<file path="config.mk">
export PLATFORM = sky130hd
export DESIGN_NAME = rgb_to_hsv_converter_unit
export DESIGN_NICKNAME = d
export VERILOG_FILES = /design/src/sv/rhc_pkg.sv /design/src/sv/rhc_front.sv /design/src/sv/rhc_div_cell.sv /design/src/sv/rgb_to_hsv_converter_unit.sv
export SDC_FILE = /design/constraint.sdc
export NUM_CORES = 2
export LEC_CHECK = 0
export ABC_AREA = 1
export BUFFER_PORTS_ARGS = -buffer_cell sky130_fd_sc_hd__buf_2
export CAP_MARGIN = 5
export CORE_ASPECT_RATIO = 0.8
export CORE_MARGIN = 1
export CORE_UTILIZATION = 50
export DETAILED_ROUTE_END_ITERATION = 8
export PLACE_DENSITY = 0.8
export SETUP_SLACK_MARGIN = 0.5
export SYNTH_ARGS = -nofsm -noshare
export SYNTH_HDL_FRONTEND = slang
export SYNTH_SLANG_ARGS = --single-unit
</file>
<file path="constraint.sdc">
create_clock -name clk -period 25 [get_ports clk]
set_input_delay 2.5 -clock clk [delete_from_list [all_inputs] [get_ports clk]]
set_output_delay 2.5 -clock clk [all_outputs]
set_load 0.1 [all_outputs]
</file>
<file path="src/sv/rhc_pkg.sv">
// Shared types and helpers for the RGB to HSV converter.
// Used by the front stage, the divider cells, the top level and the checker.
package rhc_pkg;

  // Control that travels with each item down the pipeline
  typedef struct packed {
    logic valid;  // stage holds an item
    logic grey;   // all components equal: hue undefined, saturation zero
  } rhc_ctl_t;

  // Round a bit count up to whole bytes
  function automatic int bytes_up(input int bits);
    return ((bits + 7) >> 3) << 3;
  endfunction

endpackage

</file>
<file path="src/sv/rhc_front.sv">
// Front stage of the RGB to HSV converter: max, min, hue sector numerator,
// hue divisor and saturation dividend, registered. Depends on rhc_pkg.
module rhc_front import rhc_pkg::*; #(
  parameter int COMPONENT_BITS = 8
) (
  input  logic                        clk,
  input  logic                        rst_n,
  input  logic                        en,
  input  logic                        in_valid,
  input  logic [COMPONENT_BITS-1:0]   red,
  input  logic [COMPONENT_BITS-1:0]   green,
  input  logic [COMPONENT_BITS-1:0]   blue,
  output rhc_ctl_t                    ctl_o,
  output logic [COMPONENT_BITS+2:0]   hrem_o,
  output logic [COMPONENT_BITS+2:0]   hdiv_o,
  output logic [COMPONENT_BITS-1:0]   srem_o,
  output logic [COMPONENT_BITS-1:0]   slow_o,
  output logic [COMPONENT_BITS-1:0]   top_o
);

  localparam int CB = COMPONENT_BITS;

  logic [CB-1:0]          top, bot, delta;
  logic signed [CB+3:0]   rx, gx, bx, dx, d6, num;
  logic [2*CB-1:0]        sat_num;

  logic                   valid_r;
  logic                   grey_r;
  logic [CB+2:0]          hrem_r, hdiv_r;
  logic [CB-1:0]          srem_r, slow_r, top_r;

  // Find largest and smallest component
  always_comb begin
    top = (red > green) ? red : green;
    if (blue > top) begin
      top = blue;
    end
    bot = (red < green) ? red : green;
    if (blue < bot) begin
      bot = blue;
    end
    delta = top - bot;
  end

  // Hue numerator: sector offset plus difference, wrapped by one turn
  always_comb begin
    rx  = $signed({4'b0000, red});
    gx  = $signed({4'b0000, green});
    bx  = $signed({4'b0000, blue});
    dx  = $signed({4'b0000, delta});
    d6  = (dx <<< 2) + (dx <<< 1);
    priority if (red == top) begin
      num = gx - bx;
    end else if (green == top) begin
      num = (dx <<< 1) + bx - rx;
    end else begin
      num = (dx <<< 2) + rx - gx;
    end
    if (num[CB+3]) begin
      num = num + d6;
    end
  end

  // Saturation dividend FULL*delta, formed as delta*2^CB - delta
  assign sat_num = {delta, {CB{1'b0}}} - {{CB{1'b0}}, delta};

  // Hold control
  always_ff @(posedge clk) begin
    if (!rst_n) begin
      valid_r <= 1'b0;
    end else if (en) begin
      valid_r <= in_valid;
    end
  end

  // Hold payload
  always_ff @(posedge clk) begin
    if (en) begin
      grey_r <= (delta == '0);
      hrem_r <= num[CB+2:0];
      hdiv_r <= d6[CB+2:0];
      srem_r <= sat_num[2*CB-1:CB];
      slow_r <= sat_num[CB-1:0];
      top_r  <= top;
    end
  end

  assign ctl_o.valid = valid_r;
  assign ctl_o.grey  = grey_r;
  assign hrem_o      = hrem_r;
  assign hdiv_o      = hdiv_r;
  assign srem_o      = srem_r;
  assign slow_o      = slow_r;
  assign top_o       = top_r;

endmodule

</file>
<file path="src/sv/rhc_div_cell.sv">
// One divider chain cell: one restoring step of the hue division and one
// of saturation, each if IDX < its width; registered. Depends on rhc_pkg.
module rhc_div_cell import rhc_pkg::*; #(
  parameter int COMPONENT_BITS = 8,
  parameter int HUE_BITS       = 16,
  parameter int IDX            = 0
) (
  input  logic                        clk,
  input  logic                        rst_n,
  input  logic                        en,
  input  rhc_ctl_t                    ctl_i,
  input  logic [COMPONENT_BITS+2:0]   hrem_i,
  input  logic [COMPONENT_BITS+2:0]   hdiv_i,
  input  logic [HUE_BITS-1:0]         hq_i,
  input  logic [COMPONENT_BITS-1:0]   srem_i,
  input  logic [COMPONENT_BITS-1:0]   slow_i,
  input  logic [COMPONENT_BITS-1:0]   top_i,
  input  logic [COMPONENT_BITS-1:0]   sq_i,
  output rhc_ctl_t                    ctl_o,
  output logic [COMPONENT_BITS+2:0]   hrem_o,
  output logic [COMPONENT_BITS+2:0]   hdiv_o,
  output logic [HUE_BITS-1:0]         hq_o,
  output logic [COMPONENT_BITS-1:0]   srem_o,
  output logic [COMPONENT_BITS-1:0]   slow_o,
  output logic [COMPONENT_BITS-1:0]   top_o,
  output logic [COMPONENT_BITS-1:0]   sq_o
);

  localparam int CB     = COMPONENT_BITS;
  localparam int HB     = HUE_BITS;
  localparam bit HUE_ON = (IDX < HB);
  localparam bit SAT_ON = (IDX < CB);

  logic [CB+3:0]  ht, hsub;
  logic           hge;
  logic [CB:0]    st, ssub;
  logic           sge;

  logic           valid_r, grey_r;
  logic [CB+2:0]  hrem_r, hrem_nxt, hdiv_r;
  logic [HB-1:0]  hq_r, hq_nxt;
  logic [CB-1:0]  srem_r, srem_nxt, slow_r, slow_nxt, top_r, sq_r, sq_nxt;

  // Hue step: shift in a zero, subtract the divisor where it fits
  always_comb begin
    ht   = {hrem_i, 1'b0};
    hsub = ht - {1'b0, hdiv_i};
    hge  = (ht >= {1'b0, hdiv_i});
    if (HUE_ON) begin
      hrem_nxt = hge ? hsub[CB+2:0] : ht[CB+2:0];
      hq_nxt   = {hq_i[HB-2:0], hge};
    end else begin
      hrem_nxt = hrem_i;
      hq_nxt   = hq_i;
    end
  end

  // Saturation step: shift in the next dividend bit, subtract where it fits
  always_comb begin
    st   = {srem_i, slow_i[CB-1]};
    ssub = st - {1'b0, top_i};
    sge  = (st >= {1'b0, top_i});
    if (SAT_ON) begin
      srem_nxt = sge ? ssub[CB-1:0] : st[CB-1:0];
      slow_nxt = {slow_i[CB-2:0], 1'b0};
      sq_nxt   = {sq_i[CB-2:0], sge};
    end else begin
      srem_nxt = srem_i;
      slow_nxt = slow_i;
      sq_nxt   = sq_i;
    end
  end

  // Advance control
  always_ff @(posedge clk) begin
    if (!rst_n) begin
      valid_r <= 1'b0;
    end else if (en) begin
      valid_r <= ctl_i.valid;
    end
  end

  // Advance payload
  always_ff @(posedge clk) begin
    if (en) begin
      grey_r <= ctl_i.grey;
      hrem_r <= hrem_nxt;
      hdiv_r <= hdiv_i;
      hq_r   <= hq_nxt;
      srem_r <= srem_nxt;
      slow_r <= slow_nxt;
      top_r  <= top_i;
      sq_r   <= sq_nxt;
    end
  end

  assign ctl_o.valid = valid_r;
  assign ctl_o.grey  = grey_r;
  assign hrem_o      = hrem_r;
  assign hdiv_o      = hdiv_r;
  assign hq_o        = hq_r;
  assign srem_o      = srem_r;
  assign slow_o      = slow_r;
  assign top_o       = top_r;
  assign sq_o        = sq_r;

endmodule

</file>
<file path="src/sv/rgb_to_hsv_converter_unit.sv">
// Top level of the RGB to HSV converter: front stage, chain of divider cells
// and a skid output register. Depends on rhc_pkg, rhc_front, rhc_div_cell.
//
// Usage:
//   Input channel in_*: one pixel per item, red, green and blue packed in
//   in_tdata. Output channel out_*: hue, saturation and brightness in
//   out_tdata, the hue-defined flag in out_tuser.
//   From acceptance to out_tvalid an item passes one front stage, one
//   divider cell per quotient bit of the longer division and one output
//   register. Throughput is one pixel per clock while the chain is not
//   held; each cell computes one quotient bit of hue while hue bits remain
//   and one of saturation while saturation bits remain.
//   When the receiver stalls, the item behind the output register moves
//   into a skid register; only then in_tready drops and the whole chain
//   holds. in_tready is a register output and does not depend on
//   out_tready in the same cycle.
//   Synchronous reset empties the chain and both output registers; the
//   block takes items from the first cycle after reset.
module rgb_to_hsv_converter_unit import rhc_pkg::*; #(
  parameter int COMPONENT_BITS = 8,
  parameter int HUE_BITS       = 16
) (
  input  logic                                         clk,
  input  logic                                         rst_n,
  input  logic                                         in_tvalid,
  output logic                                         in_tready,
  // red, green, blue (from the lowest bit up)
  input  logic [bytes_up(3*COMPONENT_BITS)-1:0]        in_tdata,
  output logic                                         out_tvalid,
  input  logic                                         out_tready,
  // hue, saturation, brightness (from the lowest bit up)
  output logic [bytes_up(HUE_BITS+2*COMPONENT_BITS)-1:0] out_tdata,
  // hue_valid
  output logic [0:0]                                   out_tuser
);

  localparam int CB    = COMPONENT_BITS;
  localparam int HB    = HUE_BITS;
  localparam int NSTEP = (HB > CB) ? HB : CB;

  logic           en;
  rhc_ctl_t       ctl_w  [NSTEP+1];
  logic [CB+2:0]  hrem_w [NSTEP+1];
  logic [CB+2:0]  hdiv_w [NSTEP+1];
  logic [HB-1:0]  hq_w   [NSTEP+1];
  logic [CB-1:0]  srem_w [NSTEP+1];
  logic [CB-1:0]  slow_w [NSTEP+1];
  logic [CB-1:0]  top_w  [NSTEP+1];
  logic [CB-1:0]  sq_w   [NSTEP+1];

  logic           take_last, out_free;
  logic [HB-1:0]  last_hue;
  logic [CB-1:0]  last_sat;

  logic           out_valid_r, skid_valid_r;
  logic [HB-1:0]  out_hue_r, skid_hue_r;
  logic           out_hv_r, skid_hv_r;
  logic [CB-1:0]  out_sat_r, skid_sat_r, out_bri_r, skid_bri_r;

  // Chain advances while the skid register is free
  assign en        = !skid_valid_r;
  assign in_tready = en;

  rhc_front #(.COMPONENT_BITS(CB)) u_front (
    .clk      (clk),
    .rst_n    (rst_n),
    .en       (en),
    .in_valid (in_tvalid),
    .red      (in_tdata[0 +: CB]),
    .green    (in_tdata[CB +: CB]),
    .blue     (in_tdata[2*CB +: CB]),
    .ctl_o    (ctl_w[0]),
    .hrem_o   (hrem_w[0]),
    .hdiv_o   (hdiv_w[0]),
    .srem_o   (srem_w[0]),
    .slow_o   (slow_w[0]),
    .top_o    (top_w[0])
  );

  assign hq_w[0] = '0;
  assign sq_w[0] = '0;

  // One cell per quotient bit
  for (genvar k = 0; k < NSTEP; k++) begin : g_cell
    rhc_div_cell #(
      .COMPONENT_BITS (CB),
      .HUE_BITS       (HB),
      .IDX            (k)
    ) u_cell (
      .clk    (clk),
      .rst_n  (rst_n),
      .en     (en),
      .ctl_i  (ctl_w[k]),
      .hrem_i (hrem_w[k]),
      .hdiv_i (hdiv_w[k]),
      .hq_i   (hq_w[k]),
      .srem_i (srem_w[k]),
      .slow_i (slow_w[k]),
      .top_i  (top_w[k]),
      .sq_i   (sq_w[k]),
      .ctl_o  (ctl_w[k+1]),
      .hrem_o (hrem_w[k+1]),
      .hdiv_o (hdiv_w[k+1]),
      .hq_o   (hq_w[k+1]),
      .srem_o (srem_w[k+1]),
      .slow_o (slow_w[k+1]),
      .top_o  (top_w[k+1]),
      .sq_o   (sq_w[k+1])
    );
  end

  // Drop quotients of a grey pixel: both read zero
  assign last_hue  = ctl_w[NSTEP].grey ? '0 : hq_w[NSTEP];
  assign last_sat  = ctl_w[NSTEP].grey ? '0 : sq_w[NSTEP];
  assign take_last = en && ctl_w[NSTEP].valid;
  assign out_free  = out_tready || !out_valid_r;

  // Output and skid control
  always_ff @(posedge clk) begin
    if (!rst_n) begin
      out_valid_r  <= 1'b0;
      skid_valid_r <= 1'b0;
    end else if (out_free) begin
      if (skid_valid_r) begin
        out_valid_r  <= 1'b1;
        skid_valid_r <= 1'b0;
      end else begin
        out_valid_r <= take_last;
      end
    end else if (take_last) begin
      skid_valid_r <= 1'b1;
    end
  end

  // Output and skid payload
  always_ff @(posedge clk) begin
    if (out_free) begin
      if (skid_valid_r) begin
        out_hue_r <= skid_hue_r;
        out_hv_r  <= skid_hv_r;
        out_sat_r <= skid_sat_r;
        out_bri_r <= skid_bri_r;
      end else begin
        out_hue_r <= last_hue;
        out_hv_r  <= !ctl_w[NSTEP].grey;
        out_sat_r <= last_sat;
        out_bri_r <= top_w[NSTEP];
      end
    end else if (take_last) begin
      skid_hue_r <= last_hue;
      skid_hv_r  <= !ctl_w[NSTEP].grey;
      skid_sat_r <= last_sat;
      skid_bri_r <= top_w[NSTEP];
    end
  end

  // Pack the result item
  always_comb begin
    out_tdata              = '0;
    out_tdata[0 +: HB]     = out_hue_r;
    out_tdata[HB +: CB]    = out_sat_r;
    out_tdata[HB+CB +: CB] = out_bri_r;
  end

  assign out_tuser  = out_hv_r;
  assign out_tvalid = out_valid_r;

endmodule

</file>
## Word-level counts from Yosys, hierarchy flattened

Cells that the tools add are included.

| word-level totals | value |
|---|---|
| register bits after elaboration | 926 |
| input port bits | 28 |
| output and inout bits | 35 |
| logic and storage cells | 263 |

| operators by class | value |
|---|---|
| add/sub/neg operators | 31 |
| $lt $le $gt $ge | 28 |
| equality and inequality tests | 2 |
| mux-type cells | 36 |
| bitwise logic cells | 2 |
| reductions and logical operators | 8 |

Operators with widths:

| kind | count |
|---|---|
| greater-or-equal comparator 12 x 11 -> 1 bit | 16 |
| two-way mux 11 bit | 16 |
| subtractor 11 bit | 15 |
| two-way mux 8 bit | 14 |
| greater-or-equal comparator 9 x 8 -> 1 bit | 8 |
| subtractor 8 bit | 8 |
| two-way mux 16 bit | 2 |
| two-way mux 12 bit | 2 |
| subtractor 12 x 9 -> 12 bit | 2 |
| equality test 8 bit | 2 |
| > comparator 8 bit | 2 |
| < comparator 8 bit | 2 |
| subtractor 16 x 8 -> 16 bit | 1 |
| adder 10 x 8 -> 11 bit | 1 |
| adder 10 x 9 -> 11 bit | 1 |
| adder 11 bit | 1 |
| adder 9 x 8 -> 10 bit | 1 |
| subtractor 8 x 8 -> 9 bit | 1 |
| logical NOT 8 bit | 1 |
| logical NOT 1 bit | 3 |
| two-way mux 1 bit | 2 |
| NOT 1 bit | 2 |
| AND reduction 2 bit | 1 |
| OR reduction 2 bit | 1 |
| other kinds (2) | 2 |

## Longest topological paths before layout

| logic depth | value |
|---|---|
| depth after elaboration | 11 |
| depth in mapped cells | 57 |
| depth with buffers taken out | 56 |

## Hierarchy

A second synthesis with hierarchy kept.

| second synthesis, totals | value |
|---|---|
| cells, all modules | 5662 |
| area, all modules | 61710.4 um^2 |

Modules (own cells, without submodules):

| module | times used | cells each | area an instance (um^2) | sequential area each (um^2) |
|---|---|---|---|---|
| rhc_div_cell (g_cell[10].u_cell ...) | 8 | 241 | 3061.7 | 2152.1 |
| rhc_div_cell (g_cell[1].u_cell ...) | 5 | 342 | 3578.4 | 2122.0 |
| rhc_div_cell (g_cell[0].u_cell ...) | 3 | 339 | 3543.4 | 2122.0 |
| rhc_front | 1 | 769 | 5839.4 | 1341.3 |
| rgb_to_hsv_converter_unit | 1 | 238 | 2855.2 | 2021.9 |

## Worst setup path after synthesis

No wires, ideal clock.

| path | value |
|---|---|
| path type | reg-to-output |
| start point | reg skid_valid_r |
| end point | out in_tready |
| arrival time | 22.937 ns |
| required time | 22.500 ns |
| setup slack | -0.437 ns |
| stages on the path, launching flop included | 4 |
| cells stage by stage | dfxtp_1 > clkbuf_1 > inv_1 > clkbuf_1 |

| on the way | value |
|---|---|
| word-level cells in the longest chain between the ends | 1 |

Ends and longest elaborated chain:

| what | RTL line | text |
|---|---|---|
| start, declared | rgb_to_hsv_converter_unit.sv:55 | `logic out_valid_r, skid_valid_r;` |
| start signal, assigned | rgb_to_hsv_converter_unit.sv:122 | `skid_valid_r <= 1'b0;` |
| start signal, assigned | rgb_to_hsv_converter_unit.sv:126 | `skid_valid_r <= 1'b0;` |
| start signal, assigned | rgb_to_hsv_converter_unit.sv:131 | `skid_valid_r <= 1'b1;` |
| logical NOT 1 bit | rgb_to_hsv_converter_unit.sv:61 | `assign en = !skid_valid_r;` |
| end, declared | rgb_to_hsv_converter_unit.sv:26 | `output logic in_tready,` |

Every way passes these cells.

## Worst setup path after layout

| path | value |
|---|---|
| start point | in in_tdata[0] |
| end point | reg u_front.hrem_r[10] (netlist: u_front.hrem_o[10]), data pin |

| on the way | value |
|---|---|
| word-level cells in the longest chain between the ends | 11 |
| elaborated cells between the ends (all ways) | 20 |

Ends and longest elaborated chain:

| what | RTL line | text |
|---|---|---|
| start, declared | rgb_to_hsv_converter_unit.sv:28 | `input logic [bytes_up(3*COMPONENT_BITS)-1:0] in_tdata,` |
| > comparator 8 bit | rhc_front.sv:34 | `top = (red > green) ? red : green;` |
| two-way mux 8 bit (*) | rhc_front.sv:34 |  |
| > comparator 8 bit | rhc_front.sv:35 | `if (blue > top) begin` |
| two-way mux 8 bit (*) | rhc_front.sv:35 |  |
| named net u_front.top[0] | rhc_front.sv:23 | `logic [CB-1:0] top, bot, delta;` |
| subtractor 8 bit | rhc_front.sv:42 | `delta = top - bot;` |
| adder 10 x 8 -> 11 bit or adder 9 x 8 -> 10 bit (tied branches) | rhc_front.sv:57, rhc_front.sv:55 |  |
| subtractor 12 x 9 -> 12 bit, on equally long branches | rhc_front.sv:57, rhc_front.sv:55 |  |
| two-way mux 12 bit | rhc_front.sv:54 | `end else if (green == top) begin` |
| two-way mux 12 bit | rhc_front.sv:52 | `priority if (red == top) begin` |
| adder 11 bit | rhc_front.sv:60 | `num = num + d6;` |
| two-way mux 11 bit (*) | rhc_front.sv:59 | `if (num[CB+3]) begin` |
| named net u_front.num[10] | rhc_front.sv:24 | `logic signed [CB+3:0] rx, gx, bx, dx, d6, num;` |
| end signal, assigned | rhc_front.sv:80 | `hrem_r <= num[CB+2:0];` |
| end, declared | rhc_front.sv:29 | `logic [CB+2:0] hrem_r, hdiv_r;` |

Mark *: on every way through the listed nets, which the timed path passes. The rest lies on a longest branch.
A chain may end at the register's enable or synchronous reset.

==> results.sh <==
export IMPL_synth_edf_count=861
export IMPL_post_cts_buffers=0
export IMPL_crit_required_ns=25.40
export IMPL_clkTransAtPathRegs_ns=0.06
export IMPL_synth_nets=3958
export IMPL_dieHeight_um=262
export IMPL_synth_area_leaders="edfxtp_1 (61%), ha_1 (9.4%), nand2_1 (4.8%)"
export IMPL_drc=0
export IMPL_holdBufCountCts=0
export IMPL_ios=63
export IMPL_cts_tree="yes"
export IMPL_tns_ns=0
export IMPL_drive_gt1_frac=0.0624
export IMPL_slowest_delay_ns=0.74
export IMPL_cp_arrival_ns=11.29
export IMPL_area_delta_synth_final_pct=10.4
export IMPL_ctsResizeCount=0
export IMPL_critPathSlowestCell="xnor2_1"
export IMPL_synth_area_leader_cell="edfxtp_1"
export IMPL_rsz0062_at_grt="no"
export IMPL_grt_ovfl_total=0
export IMPL_ys_seq_area_frac=0.623
export IMPL_cts_root_buf="clkbuf_16"
export IMPL_drv_cap=0
export IMPL_ys_ff_latch=880
export IMPL_rows=94
export IMPL_period_minus_slack_ns=10.89
export IMPL_vias=25417
export IMPL_fin_nets=4070
export IMPL_syn_area_um2=42100
export IMPL_portBuffers=62
export IMPL_grt_pass1_wl_um=125000
export IMPL_design_die_area_um2=85400
export IMPL_place_area_um2=43700
export IMPL_hp_class="flop to flop"
export IMPL_routabilityCongestion=0.924
export IMPL_antenna_found_initial=1
export IMPL_coreArea_um2=82800
export IMPL_initial_core_util=0.508
export IMPL_syn_area_per_cell_um2=11.7
export IMPL_synthFlopType="edfxtp_1"
export IMPL_fin_worst_skew_ns=0.0299
export IMPL_ys_warn_count=0
export IMPL_grt_max_degree=109
export IMPL_grt_total_usage=0.181
export IMPL_drt_wl_total_um=76300
export IMPL_final_area_um2=46500
export IMPL_drv_slew=0
export IMPL_final_cell_mix="edfxtp_1 (861), nand2_1 (539), inv_1 (485)"
export IMPL_setup_viol=0
export IMPL_max_freq_mhz=91.8
export IMPL_syn_inst=3585
export IMPL_finalCritPeriodShare=0.436
export IMPL_run_status="finished, final reports clean"
export IMPL_die_w_um=326
export IMPL_yosysTopAreaCellShare=0.614
export IMPL_hpwl_um=53000
export IMPL_grt_pass1_vias=25385
export IMPL_clk_path_buf_depth=3
export IMPL_clock_latency_ns=0.65
export IMPL_netlist_cell_type_count=47
export IMPL_relSlewSlack=0.163
export IMPL_tightestPinTransition_ns=1.25
export IMPL_dr_pass1_iters=8
export IMPL_cp_end_kind="flop"
export IMPL_path_class="primary input to flop"
export IMPL_hold_viol_final=0
export IMPL_layout_cells_most_common="edfxtp_1"
export IMPL_n_antenna_cell=0
export IMPL_cts_sinks=880
export IMPL_drt_iter0_markers=1955
export IMPL_drtAntennaViolNets=0
export IMPL_routedWlPerCell_um=15.7
export IMPL_cts_max_level=3
export IMPL_critPathMaxFanout=20
export IMPL_numCtsBuffers=84
export IMPL_async_flop_share=0
export IMPL_viasPerCell=5.22
export IMPL_cp_common_cell="nand2_1"
export IMPL_start_kind="primary input"
per-stage QoR:
| step | setup slack, ns | hold slack, ns | instances | utilization |
|---|---|---|---|---|
| floorplan | 11.61 | 0.400 | 3585 | - |
| global placement | 13.85 | 0.400 | 4715 | 0.528 |
| detailed placement | 13.64 | 0.405 | 4715 | 0.528 |
| CTS | 14.31 | 0.402 | 4872 | 0.561 |
| global route | 13.25 | 0.408 | 4872 | 0.561 |
| finish | 14.11 | 0.405 | 4872 | 0.561 |
layer usage:
| metal | part of all wire | wire length, µm | global-route usage |
|---|---|---|---|
| met5 | 0 | 0 | 0 |
| met4 | 0.023 | 1770 | 0.0515 |
| met2 | 0.49 | 37300 | 0.314 |
| met3 | 0.049 | 3770 | 0.0308 |
| met1 | 0.44 | 33500 | 0.233 |
flip-flops by register name (all words and copies together) (netlist names), 26 cells and up:
register / count
g_cell.u_cell.slow_o: 26
g_cell.u_cell.top_o: 128
g_cell.u_cell.srem_o: 56
g_cell.u_cell.hdiv_o: 139
g_cell.u_cell.sq_o: 100
g_cell.u_cell.hq_o: 136
g_cell.u_cell.hrem_o: 150
Yosys cell counts (all sizes together) (18+ instances only):
cell type / n
edfxtp: 861
xnor2: 76
o21ai: 261
inv: 488
nand2: 550
fa: 30
o21bai: 22
a21oi: 246
ha: 315
clkbuf: 40
a211oi: 18
nand3: 129
xor2: 131
nor2: 266
dfxtp: 19
nand4: 24
nor3: 23
final timing paths:
kind	from	endpoint	slack, ns	depth (start not counted)
max	in_tdata[0]	u_front.hrem_o[10]	14.11	52
min	g_cell[7].u_cell.sq_o[1]	g_cell[8].u_cell.sq_o[1]	0.40	0
min reg2reg	g_cell[7].u_cell.sq_o[1]	g_cell[8].u_cell.sq_o[1]	0.40	0
max reg2reg	skid_valid_r	g_cell[5].u_cell.srem_o[0]	20.85	5
worst max-delay path: cells and delay by family:
family                     cells  cell delay (ns)
adders and majority gates      8             2.53
buffers and inverters          7             0.60
and+or+nand+nor               26             3.37
AOI/OAI and AO/OA              8             1.26
xor gates and xnor gates       3             1.04
logic make-up after synthesis:
group | Yosys count | share of synthesized area
AND/OR/NAND/NOR | 1025 | 0.102
adder cells (fa/ha/maj) | 345 | 0.108
XOR/XNOR | 207 | 0.0431
buffers and inverters | 544 | 0.0493
flip-flops | 880 | 0.623
AO/OA/AOI/OAI | 584 | 0.0748
layout make-up:
cell class,count,area (µm²)
repair buffers,76,415
flip-flops and latches,880,26200
inverters,494,1860
well taps,1104,1380
fillers,6464,36300
clock buffers,97,2150
multi-input cells,2161,13800
clock inverters,60,637
Power is left out: the tool's default activity adds up to more than one toggle a clock period on the data nets, which glitch-free logic cannot reach.
